===== src/hdl/urlpd_pkg.sv =====
// ----------------------------------------------------------------------------
// urlpd_pkg
// Types, character constants and decode helpers for the URL path decoder.
// ----------------------------------------------------------------------------
package urlpd_pkg;

	// path length limit and the saturation point of the 16-bit counter
	localparam logic [31:0] MAX_PATH_LEN = 32'd65535;
	localparam logic [15:0] PATH_CAP     = (MAX_PATH_LEN < 32'd65535) ?
		MAX_PATH_LEN[15:0] : 16'hFFFF;

	// results one input byte can cause, end record included
	localparam int MAX_RES = 4;
	localparam int RES_W   = $clog2(MAX_RES + 1);
	localparam int IDX_W   = $clog2(MAX_RES);

	localparam logic [7:0] CH_PCT   = 8'h25;
	localparam logic [7:0] CH_QMARK = 8'h3F;
	localparam logic [7:0] CH_DOT   = 8'h2E;
	localparam logic [7:0] CH_SLASH = 8'h2F;

	localparam logic [1:0] ST_OK        = 2'd0;
	localparam logic [1:0] ST_BAD_HEX   = 2'd1;
	localparam logic [1:0] ST_DOT_SLASH = 2'd2;
	localparam logic [1:0] ST_TRUNC     = 2'd3;

	typedef enum logic [4:0] {
		PH_NORMAL = 5'b00001,
		PH_PCT1   = 5'b00010,
		PH_PCT2   = 5'b00100,
		PH_QUERY  = 5'b01000,
		PH_ERROR  = 5'b10000
	} phase_t;

	// per-uri state plus the result list built for one byte
	typedef struct packed {
		phase_t                   phase;
		logic [7:0]               first_digit;
		logic                     held_slash;
		logic                     prev_slash;
		logic [1:0]               err;
		logic [15:0]              path_count;
		logic [RES_W-1:0]         n;
		logic [MAX_RES-1:0][7:0]  bytes;
		logic [MAX_RES-1:0]       qry;
	} dec_t;

	function automatic logic is_hex(input logic [7:0] c);
		return (c >= 8'h30 && c <= 8'h39) || (c >= 8'h61 && c <= 8'h66) ||
			(c >= 8'h41 && c <= 8'h46);
	endfunction

	// letters have low nibble 1..6, nine below their value
	function automatic logic [3:0] hex_val(input logic [7:0] c);
		return (c <= 8'h39) ? c[3:0] : c[3:0] + 4'd9;
	endfunction

	function automatic dec_t emit_path(input dec_t d, input logic [7:0] b);
		dec_t r;
		r = d;
		if (r.n < RES_W'(MAX_RES)) begin
			r.bytes[r.n[IDX_W-1:0]] = b;
			r.qry[r.n[IDX_W-1:0]]   = 1'b0;
			r.n                     = r.n + RES_W'(1);
		end
		if (r.path_count < PATH_CAP)
			r.path_count = r.path_count + 16'd1;
		r.prev_slash = (b == CH_SLASH);
		return r;
	endfunction

	function automatic dec_t set_error(input dec_t d, input logic [1:0] code);
		dec_t r;
		r            = d;
		r.phase      = PH_ERROR;
		r.err        = code;
		r.held_slash = 1'b0;
		return r;
	endfunction

	function automatic dec_t process_char(input dec_t d, input logic [7:0] c,
		input logic lenient);
		dec_t r;
		r = d;
		if (lenient)
			r = emit_path(r, c);
		else if (c == CH_DOT && r.prev_slash)
			r = set_error(r, ST_DOT_SLASH);
		else if (c == CH_SLASH)
			r.held_slash = 1'b1;
		else
			r = emit_path(r, c);
		return r;
	endfunction

endpackage


===== src/hdl/url_path_percent_decoder_unit.sv =====
// ----------------------------------------------------------------------------
// url_path_percent_decoder_unit
// Percent decoder for URI paths with strict and lenient modes.
// ----------------------------------------------------------------------------
// the first result of a byte is offered in the cycle after its transfer
// throughput, limited only by the result register: one byte per cycle while
//   each byte gives at most one result and out_ready is high; a byte with k
//   results (k <= 4) holds it while all k drain, one record a cycle on out_ready
// reset: arst_n clears decode state, mode and result count/index/end asynchronously
module url_path_percent_decoder_unit (
	input  logic        clk,
	input  logic        arst_n,
	// mode register
	input  logic        cfg_we,
	input  logic        cfg_wdata,
	// input channel
	input  logic        in_valid,
	output logic        in_ready,
	input  logic [7:0]  in_byte,
	input  logic        in_last,
	// result channel
	output logic        out_valid,
	input  logic        out_ready,
	output logic [7:0]  out_byte,
	output logic        in_query,
	output logic        is_end,
	output logic [1:0]  status,
	output logic [15:0] path_length,
	output logic        run_last
);
	import urlpd_pkg::*;

	// mode register, sampled on every byte
	logic lenient_q;

	// per-uri decode state
	phase_t      phase_q;
	logic [7:0]  first_digit_q;
	logic        held_slash_q;
	logic        prev_slash_q;
	logic [1:0]  err_q;
	logic [15:0] path_count_q;

	// result register: records of one byte, drained in order
	logic [MAX_RES-1:0][7:0] res_byte_q;
	logic [MAX_RES-1:0]      res_qry_q;
	logic [RES_W-1:0]        res_cnt_q;
	logic [IDX_W-1:0]        res_idx_q;
	logic                    res_end_q;
	logic [1:0]              res_status_q;
	logic [15:0]             res_len_q;

	dec_t             d;
	logic [RES_W-1:0] nxt_cnt;
	logic [1:0]       end_status;
	logic             in_xfer;
	logic             out_xfer;
	logic             at_last_rec;

	// ---------------------------------------------------------------- handshake
	assign at_last_rec = ({1'b0, res_idx_q} == res_cnt_q - RES_W'(1));
	assign out_valid   = (res_cnt_q != '0);
	assign out_xfer    = out_valid && out_ready;
	// free when empty, or when the final record leaves in this cycle
	assign in_ready    = !out_valid || (out_xfer && at_last_rec);
	assign in_xfer     = in_valid && in_ready;

	// ---------------------------------------------------------------- decode
	always_comb begin
		d.phase       = phase_q;
		d.first_digit = first_digit_q;
		d.held_slash  = held_slash_q;
		d.prev_slash  = prev_slash_q;
		d.err         = err_q;
		d.path_count  = path_count_q;
		d.n           = '0;
		d.bytes       = '0;
		d.qry         = '0;

		case (phase_q)
			PH_QUERY: begin
				// query bytes pass verbatim
				d.bytes[0] = in_byte;
				d.qry[0]   = 1'b1;
				d.n        = RES_W'(1);
			end
			PH_NORMAL: begin
				// a held slash is dropped only when strict and followed by '/'
				if (d.held_slash) begin
					d.held_slash = 1'b0;
					if (lenient_q || in_byte != CH_SLASH)
						d = emit_path(d, CH_SLASH);
				end
				if (in_byte == CH_PCT)
					d.phase = PH_PCT1;
				else if (in_byte == CH_QMARK)
					d.phase = PH_QUERY;
				else
					d = process_char(d, in_byte, lenient_q);
			end
			PH_PCT1: begin
				if (is_hex(in_byte)) begin
					d.first_digit = in_byte;
					d.phase       = PH_PCT2;
				end else if (!lenient_q) begin
					d = set_error(d, ST_BAD_HEX);
				end else begin
					// bad escape goes out literally, not reinterpreted
					d       = emit_path(d, CH_PCT);
					d       = emit_path(d, in_byte);
					d.phase = PH_NORMAL;
				end
			end
			PH_PCT2: begin
				if (is_hex(in_byte)) begin
					d.phase = PH_NORMAL;
					d = process_char(d, {hex_val(d.first_digit), hex_val(in_byte)},
						lenient_q);
				end else if (!lenient_q) begin
					d = set_error(d, ST_BAD_HEX);
				end else begin
					d       = emit_path(d, CH_PCT);
					d       = emit_path(d, d.first_digit);
					d       = emit_path(d, in_byte);
					d.phase = PH_NORMAL;
				end
			end
			PH_ERROR: begin
				// swallow everything until the last byte
			end
			default: begin
				d.phase = PH_ERROR;
			end
		endcase

		// end of uri: flush or, in strict mode, fail a pending escape; flush a held slash
		if (in_last && d.phase != PH_ERROR) begin
			if (d.phase == PH_PCT1 || d.phase == PH_PCT2) begin
				if (!lenient_q) begin
					d = set_error(d, ST_TRUNC);
				end else begin
					d = emit_path(d, CH_PCT);
					if (d.phase == PH_PCT2)
						d = emit_path(d, d.first_digit);
				end
			end
			if (d.phase != PH_ERROR && d.held_slash) begin
				d.held_slash = 1'b0;
				d = emit_path(d, CH_SLASH);
			end
		end

		end_status = (d.phase == PH_ERROR) ? d.err : ST_OK;
		// end record always lands after the byte records
		nxt_cnt    = d.n + RES_W'(in_last);
	end

	// ---------------------------------------------------------------- mode
	always_ff @(posedge clk or negedge arst_n) begin
		if (!arst_n) begin
			lenient_q <= 1'b0;
		end else if (cfg_we) begin
			lenient_q <= cfg_wdata;
		end
	end

	// ---------------------------------------------------------------- state
	always_ff @(posedge clk or negedge arst_n) begin
		if (!arst_n) begin
			phase_q       <= PH_NORMAL;
			first_digit_q <= '0;
			held_slash_q  <= 1'b0;
			prev_slash_q  <= 1'b0;
			err_q         <= ST_OK;
			path_count_q  <= '0;
		end else if (in_xfer) begin
			if (in_last) begin
				// last byte taken: back to a fresh uri, mode kept
				phase_q       <= PH_NORMAL;
				first_digit_q <= '0;
				held_slash_q  <= 1'b0;
				prev_slash_q  <= 1'b0;
				err_q         <= ST_OK;
				path_count_q  <= '0;
			end else begin
				phase_q       <= d.phase;
				first_digit_q <= d.first_digit;
				held_slash_q  <= d.held_slash;
				prev_slash_q  <= d.prev_slash;
				err_q         <= d.err;
				path_count_q  <= d.path_count;
			end
		end
	end

	// ---------------------------------------------------------------- result register
	always_ff @(posedge clk or negedge arst_n) begin
		if (!arst_n) begin
			res_cnt_q <= '0;
			res_idx_q <= '0;
			res_end_q <= 1'b0;
		end else if (in_xfer) begin
			res_cnt_q <= nxt_cnt;
			res_idx_q <= '0;
			res_end_q <= in_last;
		end else if (out_xfer) begin
			if (at_last_rec)
				res_cnt_q <= '0;
			else
				res_idx_q <= res_idx_q + IDX_W'(1);
		end
	end

	// payload, no reset needed
	always_ff @(posedge clk) begin
		if (in_xfer) begin
			res_byte_q   <= d.bytes;
			res_qry_q    <= d.qry;
			res_status_q <= end_status;
			res_len_q    <= d.path_count;
		end
	end

	// ---------------------------------------------------------------- output mux
	assign run_last    = at_last_rec;
	assign is_end      = res_end_q && at_last_rec;
	assign out_byte    = is_end ? 8'h00 : res_byte_q[res_idx_q];
	assign in_query    = is_end ? 1'b0 : res_qry_q[res_idx_q];
	assign status      = is_end ? res_status_q : ST_OK;
	assign path_length = is_end ? res_len_q : 16'h0000;

`ifndef SYNTHESIS
	// read pointer stays inside the filled records
	a_idx_in_range: assert property (@(posedge clk) disable iff (!arst_n)
		out_valid |-> ({1'b0, res_idx_q} < res_cnt_q))
		else $error("result index beyond record count");

	// an end record closes the run of its byte
	a_end_is_last: assert property (@(posedge clk) disable iff (!arst_n)
		(out_valid && is_end) |-> run_last)
		else $error("end record not last of its run");

	// a last byte leaves a fresh uri behind
	a_clear_after_last: assert property (@(posedge clk) disable iff (!arst_n)
		(in_xfer && in_last) |=> (phase_q == PH_NORMAL && path_count_q == 16'h0000))
		else $error("uri state not cleared after last byte");

	// the path counter never passes its cap
	a_count_capped: assert property (@(posedge clk) disable iff (!arst_n)
		path_count_q <= PATH_CAP)
		else $error("path count above cap");
`endif

endmodule


===== config.mk =====
export PLATFORM = sky130hd
export DESIGN_NAME = url_path_percent_decoder_unit
export DESIGN_NICKNAME = d
export VERILOG_FILES = /design/src/hdl/urlpd_pkg.sv /design/src/hdl/url_path_percent_decoder_unit.sv
export SDC_FILE = /design/constraint.sdc
export NUM_CORES = 1
export LEC_CHECK = 0
export ABC_AREA = 1
export BUFFER_PORTS_ARGS = -buffer_cell sky130_fd_sc_hd__buf_2
export CAP_MARGIN = 20
export CORE_UTILIZATION = 42
export DETAILED_ROUTE_END_ITERATION = 10
export HOLD_SLACK_MARGIN = 0.06
export PLACE_DENSITY = 0.56
export SYNTH_ARGS = -nofsm -noshare
export SYNTH_HDL_FRONTEND = slang
export SYNTH_SLANG_ARGS = --single-unit

===== constraint.sdc =====
create_clock -name clk -period 13 [get_ports clk]
set_clock_uncertainty 0.2 [all_clocks]
set_input_delay 0.65 -clock clk [delete_from_list [all_inputs] [get_ports clk]]
set_output_delay 0.65 -clock clk [all_outputs]
set_load 0.01 [all_outputs]

### After elaboration in Yosys (flattened, before gate mapping)

Cells that the tools add are included.

* bits in read-only memories: 0
* input bits: 15
* register bits after elaboration: 94
* latch bits: 0
* memories: 0
* output and inout bits: 31
* word-level logic and storage cells: 275
* bits in writable memories: 0

* bitwise gates (word level): 20
* multiply operators: 0
* multiplexer cells: 131
* order comparisons: 37
* eq/ne operators: 20
* div/mod/pow operators: 0
* add/subtract/negate cells: 20
* shift-type cells: 0
* reduce and logical (&&, ||, !) cells: 30

Operators by type and width (count)
* two-way mux 72 bit: 12
* two-way mux 39 bit: 13
* two-way mux 16 bit: 20
* two-way mux 58 bit: 5
* bitwise mux 32 bit: 5
* two-way mux 67 bit: 2
* adder 16 x 1 -> 16 bit (second input constant): 8
* less-than comparator 16 bit (second input constant): 8
* two-way mux 59 bit: 2
* demux 8 bit (select 2 bit): 7
* two-way mux 8 bit: 14
* one-hot mux 28 bit (3 select lines): 1
* one-hot mux 24 bit (3 select lines): 1
* == test 8 x 6 -> 1 bit (second input constant): 7
* one-hot mux 8 bit (4 select lines): 1
* inverter 4 bit: 7
* less-than comparator 2 x 3 -> 1 bit (second input constant): 8
* adder 3 x 1 -> 3 bit (second input constant): 7
* less-than comparator 3 bit (second input constant): 7
* two-way mux 3 bit: 7
* AND 20 bit: 1
* AND 4 bit: 5
* inverter 20 bit: 1
* bitwise OR 20 bit: 1
* other kinds (41): 108

### Depth between registers and ports, before layout

Gate-level depths: netlist (run 1).

* depth in word-level cells: 58
* depth in mapped cells: 56
* depth with buffers taken out: 54

### Worst setup path after synthesis (run 1)

OpenSTA, ideal clock, no wires.

* path kind: flip-flop to flip-flop
* start point: reg path_count_q[0]
* end point: reg res_len_q[0] (data pin)
* data required time: 12.545 ns
* setup time: 0.255 ns
* data arrival time: 7.054 ns
* cell stages (with the launch flop): 51
* path slack: 5.491 ns
* period minus slack after synthesis: 7.509 ns
* buffers on the path: 3
* path through: dfrtp_1 > ha_1 > inv_2 > nor2_4 > nand2_4 > nor2_4 > xor2_2 > ha_1 > nand3_4 > inv_2 > nand2_1 > nor2_2 > nand3_1 > nand2_2 > ha_1 > nand3_2 > nor2_2 > nand3_1 > (+15 left out) > nor2_4 > nand3_4 > buf_6 > nand3_1 > nand2_1 > nand2_1 > o21ai_1 > inv_1 > ha_1 > nand2_1 > nor2_2 > nand2_2 > nor2_4 > nand3_2 > buf_6 > nand3_1 > nand3_1 > and2_1

RTL lines
* start: declaration: line url_path_percent_decoder_unit.sv:42 `logic [15:0] path_count_q;`
* start signal: assignment: line url_path_percent_decoder_unit.sv:191 `path_count_q <= d.path_count;`
* end signal: assignment: line url_path_percent_decoder_unit.sv:220 `res_len_q <= d.path_count;`
* end: declaration: line url_path_percent_decoder_unit.sv:51 `logic [15:0] res_len_q;`

==> results_dict.tcl, run 1 <==
set metrics [dict create \
    status "complete, no violations" \
    ys_seq_area_frac 0.215 \
    clock_sinks 91 \
    die-area_um2 28700 \
    finalWirelength_um 45700 \
    timing.fmax_mhz 107 \
    syn_inst 2008 \
    synth_area_leaders "nand2_1 (19%), edfxtp_1 (13%), dfrtp_1 (8.3%)" \
    cp_data_required_time_ns 12.91 \
    synth.net_count 2052 \
    cts_resized 0 \
    register_area_um2 2530 \
    grt_pass1_vias 12000 \
    clockBufferDepth 2 \
    grt_overflow 0 \
    path_buf_inv 4 \
    clk_latency_ns 0.35 \
    critical-path-max-stage-delay_ns 0.56 \
    worst_path_most_repeated_cell "nand2_1" \
    p_switching_mw 1.97 \
    avgSynthCellArea_um2 5.87 \
    drc 0 \
    port_buffers 45 \
    drt-pass1-iter-count 6 \
    start_kind "flop" \
    fin_util 0.460 \
    arrival_ns 9.24 \
    clkTransAtPathRegs_ns 0.08 \
    p_seq_frac 0.173 \
    grt_setup_unrepaired "no" \
    diodes 0 \
    p_int_mw 1.27 \
    finalCriticalPeriod_ns 9.33 \
    n_fill_cell 3037 \
    cts_setup_buffers 0 \
    timing.final.ws_setup_ns 3.67 \
    p_clk_frac 0.082 \
    maxCapViolations 0 \
    worst_path_max_delay_cell "dfrtp_1" \
    grt_pass1_wl_um 70800 \
    place_ws_ns 3.81 \
    power_frac_comb 0.745 \
    antenna_found_initial 0 \
    ant_nets 0 \
    track_usage 0.321 \
    synth_top_cell_area_share 0.194 \
    yosys_register_bits 91 \
    synth_top_cell_by_area "nand2_1" \
    cts_buffers 9 \
    routedWlPerCell_um 19.2 \
    worst_pin_slew_ns 1.07 \
    holdCritPathClass "in2reg" \
    placed_area_um2 12200 \
    vias 13400 \
    drv_slew 0 \
    path_delay_family "simple AND/OR/NAND/NOR gates" \
    whs_ns 0.313 \
    grt_start_max_net_pins 43 \
    path_max_fanout 22 \
    ys_async_sr_fraction 0.440 \
    ioPinCount 46 \
    fp.dieW_um 170 \
    dp_hpwl_um 35500 \
    viasPerCell 5.62 \
    yosys_warnings 0 \
    nets 2049 \
    cts_root_buffer "clkbuf_16" \
    cellLeakagePower_nw 5.89 \
    hold_viol 0 \
    synth-edff-count 51 \
    fp.coreArea_um2 27300 \
    start_util 0.433 \
    endpoint_kind "flop" \
    multi_input_area_um2 7880 \
    swShare 0.608 \
    slew_headroom 0.282 \
    drive_above_1_share 0.112 \
    irDropWorstVdd_v 0.000193 \
    rows 60 \
    critPathKind "reg2reg" \
    powerDensity_nw_per_um2 258 \
    die_h_um 170 \
    ys_types 61 \
    netlist_area_um2 11800 \
    place_congestion 0.982 \
    dr.first_iter.drc_count 1466 \
    yosys_most_used_dff "edfxtp_1" \
    htreeDepth 3 \
    cts_tree "built" \
    area_growth_pct 6.40 \
    final.period_utilization 0.718 \
    setup_viol 0 \
    finalSetupTns_ns 0 \
    design_area_um2 12500 \
]
routing by layer:
layer  wire (um)  vias up  track usage
met5           0        -            0
met4        1620        0        0.112
met3        3100       96       0.0338
met2       21200      569        0.533
met1       19900     6216        0.433
li1            -     6506            -
cells in the mapped netlist (10+ instances only):
cell type / n
a21oi_1: 82
a31oi_1: 14
buf_2: 17
buf_4: 12
clkbuf_1: 41
dfrtp_1: 39
edfxtp_1: 51
ha_1: 29
inv_1: 233
inv_2: 24
nand2_1: 608
nand2_2: 39
nand2_4: 12
nand3_1: 184
nand3_2: 12
nand4_1: 39
nor2_1: 228
nor2_2: 22
nor2_4: 14
nor3_1: 18
o21ai_0: 129
o21ai_1: 19
o22ai_1: 15
o32ai_1: 10
xor2_1: 22
tightest hold or removal path, delay by kind of cell:
family	cells	cell delay, ns
compound gates	1	0.07
buf+inv	1	0.08
simple gates	1	0.03
flip-flops by register name, summed over array words and instances (netlist names):
name,flops
res_end_q,1
prev_slash_q,1
res_byte_q,32
first_digit_q,8
res_qry_q,1
res_cnt_q,3
phase_q,5
lenient_q,1
path_count_q,16
res_status_q,2
res_len_q,16
res_idx_q,2
held_slash_q,1
err_q,2
placed cells by master, fill, tap and decap left out, types with 22 or more instances in the layout:
cell type  synthesis  final
inv_1            233    233
nor2_2            22     25
a21oi_1           82     82
ha_1              29     29
nand4_1           39     39
buf_2             17     45
nor2_1           228    225
nand2_1          608    608
o21ai_0          129    129
xor2_1            22     22
edfxtp_1          51     51
inv_2             24     25
nand2_2           39     39
dfrtp_1           39     39
nand3_1          184    184
what timing repair did:
item,4_1_cts,5_1_grt
hold endpoints to repair,0,8
endpoints found under the setup margin,0,0
hold buffers,0,1
cells by family (layout without fill, tap and decap cells):
family          after synthesis  after routing  synth area share
xor+xnor                     30             30            0.0229
flops                        91             91             0.215
simple gates               1196           1196             0.458
fa+ha+maj                    29             29            0.0308
buf+inv                     343            345             0.118
other cells                   1              1          0.000318
compound gates              318            318             0.155
metrics by stage:
step / instances / power, mW
2_1_floorplan: 2008 / 2.23
3_3_place_gp: 2364 / 2.93
3_5_place_dp: 2364 / 2.93
4_1_cts: 2380 / 3.21
5_1_grt: 2382 / 3.53
6_report: 2382 / 3.24
power groups by stage:
stage | sequential [mW] | combinational [mW] | clock [mW]
after global placement | 0.564 | 2.37 | 0
after detailed placement | 0.564 | 2.37 | 0
after global routing | 0.571 | 2.68 | 0.283
after floorplan | 0.491 | 1.74 | 0
final | 0.561 | 2.41 | 0.265
after CTS | 0.558 | 2.38 | 0.270
final cells by class:
| type | count | area share |
|---|---|---|
| Sequential cell | 91 | 0.202 |
| Inverter | 267 | 0.0800 |
| Tap cell | 372 | 0.0371 |
| Timing Repair Buffer | 62 | 0.0293 |
| Clock buffer | 10 | 0.0190 |
| Clock inverter | 6 | 0.00459 |
| Multi-Input combinational cell | 1574 | 0.628 |
final timing paths:
kind	from	endpoint	slack, ns	cells past startpoint
worst max-delay path	path_count_q[1]	res_len_q[0]	3.67	49
worst min-delay path	cfg_wdata	lenient_q	0.31	3
max in group asynchronous	arst_n	path_count_q[14]	11.60	3
worst max register to register	path_count_q[1]	res_len_q[0]	3.67	49
worst min register to register	res_end_q	res_end_q	0.32	2
min in group asynchronous	arst_n	phase_q[1]	0.51	2
(Power assumes the default switching activity.)
==> run 2, diff against run 1 <==
==> constraint.sdc (replaced) <==
create_clock -name clk -period 9.29 [get_ports clk]
set_clock_uncertainty 0.2 [all_clocks]
set_input_delay 0.4645 -clock clk [delete_from_list [all_inputs] [get_ports clk]]
set_output_delay 0.4645 -clock clk [all_outputs]
set_load 0.01 [all_outputs]
==> results_dict.tcl, run 2 (same netlist as run 1, synthesis figures left out) <==
set metrics [dict create \
    worst_pin_slew_ns 0.829 \
    finalCriticalPeriod_ns 8.62 \
    top_register "res_byte_q" \
    routedWlPerCell_um 19.5 \
    drive_above_1_share 0.120 \
    area_growth_pct 7.70 \
    clock_sinks 91 \
    grt_pass1_vias 12200 \
    swShare 0.602 \
    track_usage 0.331 \
    port_buffers 45 \
    drt-pass1-iter-count 7 \
    die-area_um2 28700 \
    grt_start_max_net_pins 44 \
    fp.dieW_um 170 \
    drv_slew 0 \
    grt_setup_unrepaired "no" \
    antenna_found_initial 0 \
    rows 60 \
    power_frac_comb 0.755 \
    clkTransAtPathRegs_ns 0.08 \
    irDropWorstVdd_v 0.000233 \
    diodes 0 \
    cts_root_buffer "clkbuf_16" \
    path_max_fanout 22 \
    vias 13300 \
    drc 0 \
    cts_tree "built" \
    setup_viol 0 \
    final.period_utilization 0.928 \
    dp_hpwl_um 36700 \
    cellLeakagePower_nw 5.98 \
    layout_commonest_cell "nand2_1" \
    place_congestion 1.02 \
    grt_pass1_wl_um 72400 \
    cts_buffers 9 \
    hold_viol 0 \
    largestRegisters "res_byte_q x32, path_count_q x16, res_len_q x16" \
    worst_path_most_repeated_cell "nand2_1" \
    start_kind "flop" \
    nets 2067 \
    cts_resized 0 \
    fp.coreArea_um2 27300 \
    total_power_mw 4.61 \
    p_int_mw 1.83 \
    clk_latency_ns 0.36 \
    final_cell_mix "nand2_1 (608), inv_1 (233), nor2_1 (225)" \
    finalWirelength_um 46700 \
    holdCritPathClass "in2reg" \
    largest_reg_flops 32 \
    powerDensity_nw_per_um2 363 \
    critical-path-max-stage-delay_ns 0.56 \
    path_delay_family "simple AND/OR/NAND/NOR gates" \
    grt_overflow 0 \
    n_fill_cell 3044 \
    timing.fmax_mhz 116 \
    htreeDepth 3 \
    arrival_ns 8.53 \
    slew_headroom 0.443 \
    status "complete, no violations" \
    cp_data_required_time_ns 9.20 \
    critPathKind "reg2reg" \
    maxCapViolations 0 \
    viasPerCell 5.56 \
    p_seq_frac 0.161 \
    worst_path_max_delay_cell "dfrtp_1" \
    die_h_um 170 \
    dr.first_iter.drc_count 1453 \
    p_switching_mw 2.78 \
    clockBufferDepth 2 \
    finalSetupTns_ns 0 \
    ioPinCount 46 \
    endpoint_kind "flop" \
    path_buf_inv 4 \
    ant_nets 0 \
    start_util 0.433 \
    p_clk_frac 0.084 \
]
## run 2: cell count changes in the layout (fill, tap and decap cells not counted), sizes merged
cell / delta
buf: +18
bufinv: +1
clkbuf: -1
clkinvlp: +1
inv: -1
## run 2: metrics by stage
stage                     std cells  setup slack, ns  cell area, um2  hold WS (ns)  utilization
after floorplan                2008             1.78           11800       -0.0311            -
after global placement         2382            0.972           12400         0.296        0.454
after detailed placement       2382            0.816           12400         0.304        0.454
after CTS                      2398            0.786           12700        0.0958        0.465
after global routing           2400           0.0942           12700         0.139        0.466
final                          2400            0.668           12700         0.124        0.466
## run 2: final timing paths
| check | start | endpoint | slack [ns] | depth (start not counted) |
|---|---|---|---|---|
| max | path_count_q[0] | res_len_q[0] | 0.67 | 51 |
| min in group asynchronous | arst_n | phase_q[3] | 0.28 | 2 |
| max in group asynchronous | arst_n | path_count_q[10] | 8.13 | 3 |
| min reg2reg | res_end_q | res_end_q | 0.32 | 2 |
| max reg2reg | path_count_q[0] | res_len_q[0] | 0.67 | 51 |
| min | cfg_we | lenient_q | 0.12 | 2 |
## run 2: worst register-to-register path, delay by kind of cell, from the launching register on
kind	cells	cell delay [ns]
xor+xnor	1	0.24
simple gates	38	4.83
flops	1	0.56
buf+inv	4	0.44
fa+ha+maj	6	1.64
compound gates	2	0.51
## run 2: repair_timing
item	in CTS	in global routing
setup buffers	0	0
endpoints found under the hold margin	0	36
hold buffers	0	1
## run 2: area by class of cell
class                   instances  area, um2  area share
multi-input cells            1574       7880       0.621
flip-flops and latches         91       2530       0.200
inverters                     267       1000      0.0790
repair buffers                 80        503      0.0396
well taps                     372        465      0.0367
clock buffers                   9        225      0.0177
clock inverters                 7       85.1     0.00670
## run 2: power by group through the flow
stage               sequential [mW]  combinational [mW]  clock (mW)
floorplan                     0.687                2.43           0
global placement              0.750                3.41           0
detailed placement            0.750                3.41           0
CTS                           0.743                3.43       0.390
global route                  0.757                3.87       0.405
finish                        0.744                3.48       0.386
## run 2: layer usage
metal | GRT usage | up-vias | part of all wire
met2 | 0.537 | 562 | 0.45
li1 | - | 6557 | -
met4 | 0.129 | 0 | 0.041
met5 | 0 | - | 0
met1 | 0.453 | 6114 | 0.44
met3 | 0.0294 | 103 | 0.068
==> run 3, diff against run 2 <==
==> constraint.sdc (replaced) <==
create_clock -name clk -period 9.1 [get_ports clk]
set_clock_uncertainty 0.2 [all_clocks]
set_input_delay 0.455 -clock clk [delete_from_list [all_inputs] [get_ports clk]]
set_output_delay 0.455 -clock clk [all_outputs]
set_load 0.01 [all_outputs]
==> results_dict.tcl, run 3 (same netlist as run 1, synthesis figures left out) <==
set metrics [dict create \
    status "complete, no violations" \
    worst_pin_slew_ns 1.09 \
    top_usage_layer "met2" \
    drc 0 \
    grt_setup_unrepaired "no" \
    rows 60 \
    grt_pass1_vias 12100 \
    die-area_um2 28700 \
    antenna_found_initial 0 \
    dr.first_iter.drc_count 1356 \
    use_met3 0.0222 \
    clk_latency_ns 0.36 \
    worst_path_most_repeated_cell "nand2_1" \
    largest_reg_flops 32 \
    grt_start_max_net_pins 70 \
    drive_above_1_share 0.122 \
    endpoint_kind "flop" \
    final.period_utilization 0.912 \
    htreeDepth 3 \
    grt_pass1_wl_um 70900 \
    die_h_um 170 \
    track_usage 0.323 \
    clock_sinks 91 \
    dp_hpwl_um 35900 \
    worst_path_max_delay_cell "dfrtp_1" \
    diodes 0 \
    nets 2069 \
    grt_overflow 0 \
    holdCritPathClass "in2reg" \
    place_congestion 0.984 \
    start_util 0.433 \
    cp_data_required_time_ns 9.02 \
    drv_slew 0 \
    cts_buffers 9 \
    critical-path-max-stage-delay_ns 0.60 \
    port_buffers 45 \
    path_max_fanout 16 \
    critPathKind "reg2reg" \
    hold_viol 0 \
    finalSetupTns_ns 0 \
    clockBufferDepth 2 \
    drt-pass1-iter-count 7 \
    vias 13400 \
    place_ws_ns 0.795 \
    start_kind "flop" \
    finalCriticalPeriod_ns 8.30 \
    irDropWorstVdd_v 0.000205 \
    area_growth_pct 7.91 \
    clkTransAtPathRegs_ns 0.08 \
    maxCapViolations 0 \
    cts_root_buffer "clkbuf_16" \
    cellLeakagePower_nw 5.98 \
    layout_commonest_cell "nand2_1" \
    finalWirelength_um 46000 \
    total_power_mw 4.72 \
    timing.final.ws_setup_ns 0.804 \
    fp.coreArea_um2 27300 \
    cts_tree "built" \
    globalRouteMet2Util 0.517 \
    slew_headroom 0.273 \
    powerDensity_nw_per_um2 371 \
    final_cell_mix "nand2_1 (607), inv_1 (233), nor2_1 (225)" \
    setup_viol 0 \
    cts_setup_buffers 0 \
    fp.dieW_um 170 \
    global_route.usage.met1 0.452 \
    viasPerCell 5.58 \
    routedWlPerCell_um 19.2 \
    timing.fmax_mhz 121 \
    arrival_ns 8.21 \
    ioPinCount 46 \
    ant_nets 0 \
    r2r_slack_ns 0.80 \
    top_register "res_byte_q" \
    largestRegisters "res_byte_q x32, path_count_q x16, res_len_q x16" \
]
-- run 3: worst max-delay path, delay by kind of cell (launching register included) --
kind            cells  cell delay [ns]
buf+inv             4             0.49
compound gates      1             0.23
flops               1             0.60
simple gates       37             4.93
xor+xnor            2             0.37
fa+ha+maj           5             1.22
-- run 3: worst paths after layout --
kind	from	to	cells after the start
setup / recovery	path_count_q[8]	res_len_q[0]	49
hold / removal	cfg_wdata	lenient_q	3
hold reg to reg	res_end_q	res_end_q	2
max in group asynchronous	arst_n	phase_q[0]	3
setup reg to reg	path_count_q[8]	res_len_q[0]	49
min in group asynchronous	arst_n	phase_q[2]	2
-- run 3: routing by layer --
layer,wire (um),up-vias
met4,1810,0
li1,-,6557
met5,0,-
met3,3360,94
met2,20500,611
met1,20400,6145
-- run 3: cell type report --
class                      instances  area [um2]
fill                            2960       14500
multi-input combinational       1575        7900
sequential                        91        2530
inverter                         267        1000
timing repair buffer              81         510
tap                              372         465
clock buffer                       9         225
clock inverter                     7        81.3
-- run 3: report_power, final --
part	internal, mW	leakage, nW	switching (mW)	total (mW)
Sequential	0.648	1.02	0.116	0.764
Clock	0.218	0.149	0.179	0.397
Combinational	1.01	4.81	2.54	3.56
-- run 3: timing repair --
action,4_1_cts,5_1_grt
endpoints found under the setup margin,0,22
hold buffers,0,1
endpoints found under the hold margin,0,39
resized for setup,0,4
-- run 3: per-stage QoR --
stage	util	instance area (um2)	hold slack (ns)	std cells
floorplan	-	11800	-0.0406	2008
global route	0.467	12700	0.190	2402
finish	0.467	12700	0.145	2402
global placement	0.454	12400	0.296	2383
detailed placement	0.454	12400	0.304	2383
CTS	0.465	12700	0.102	2399
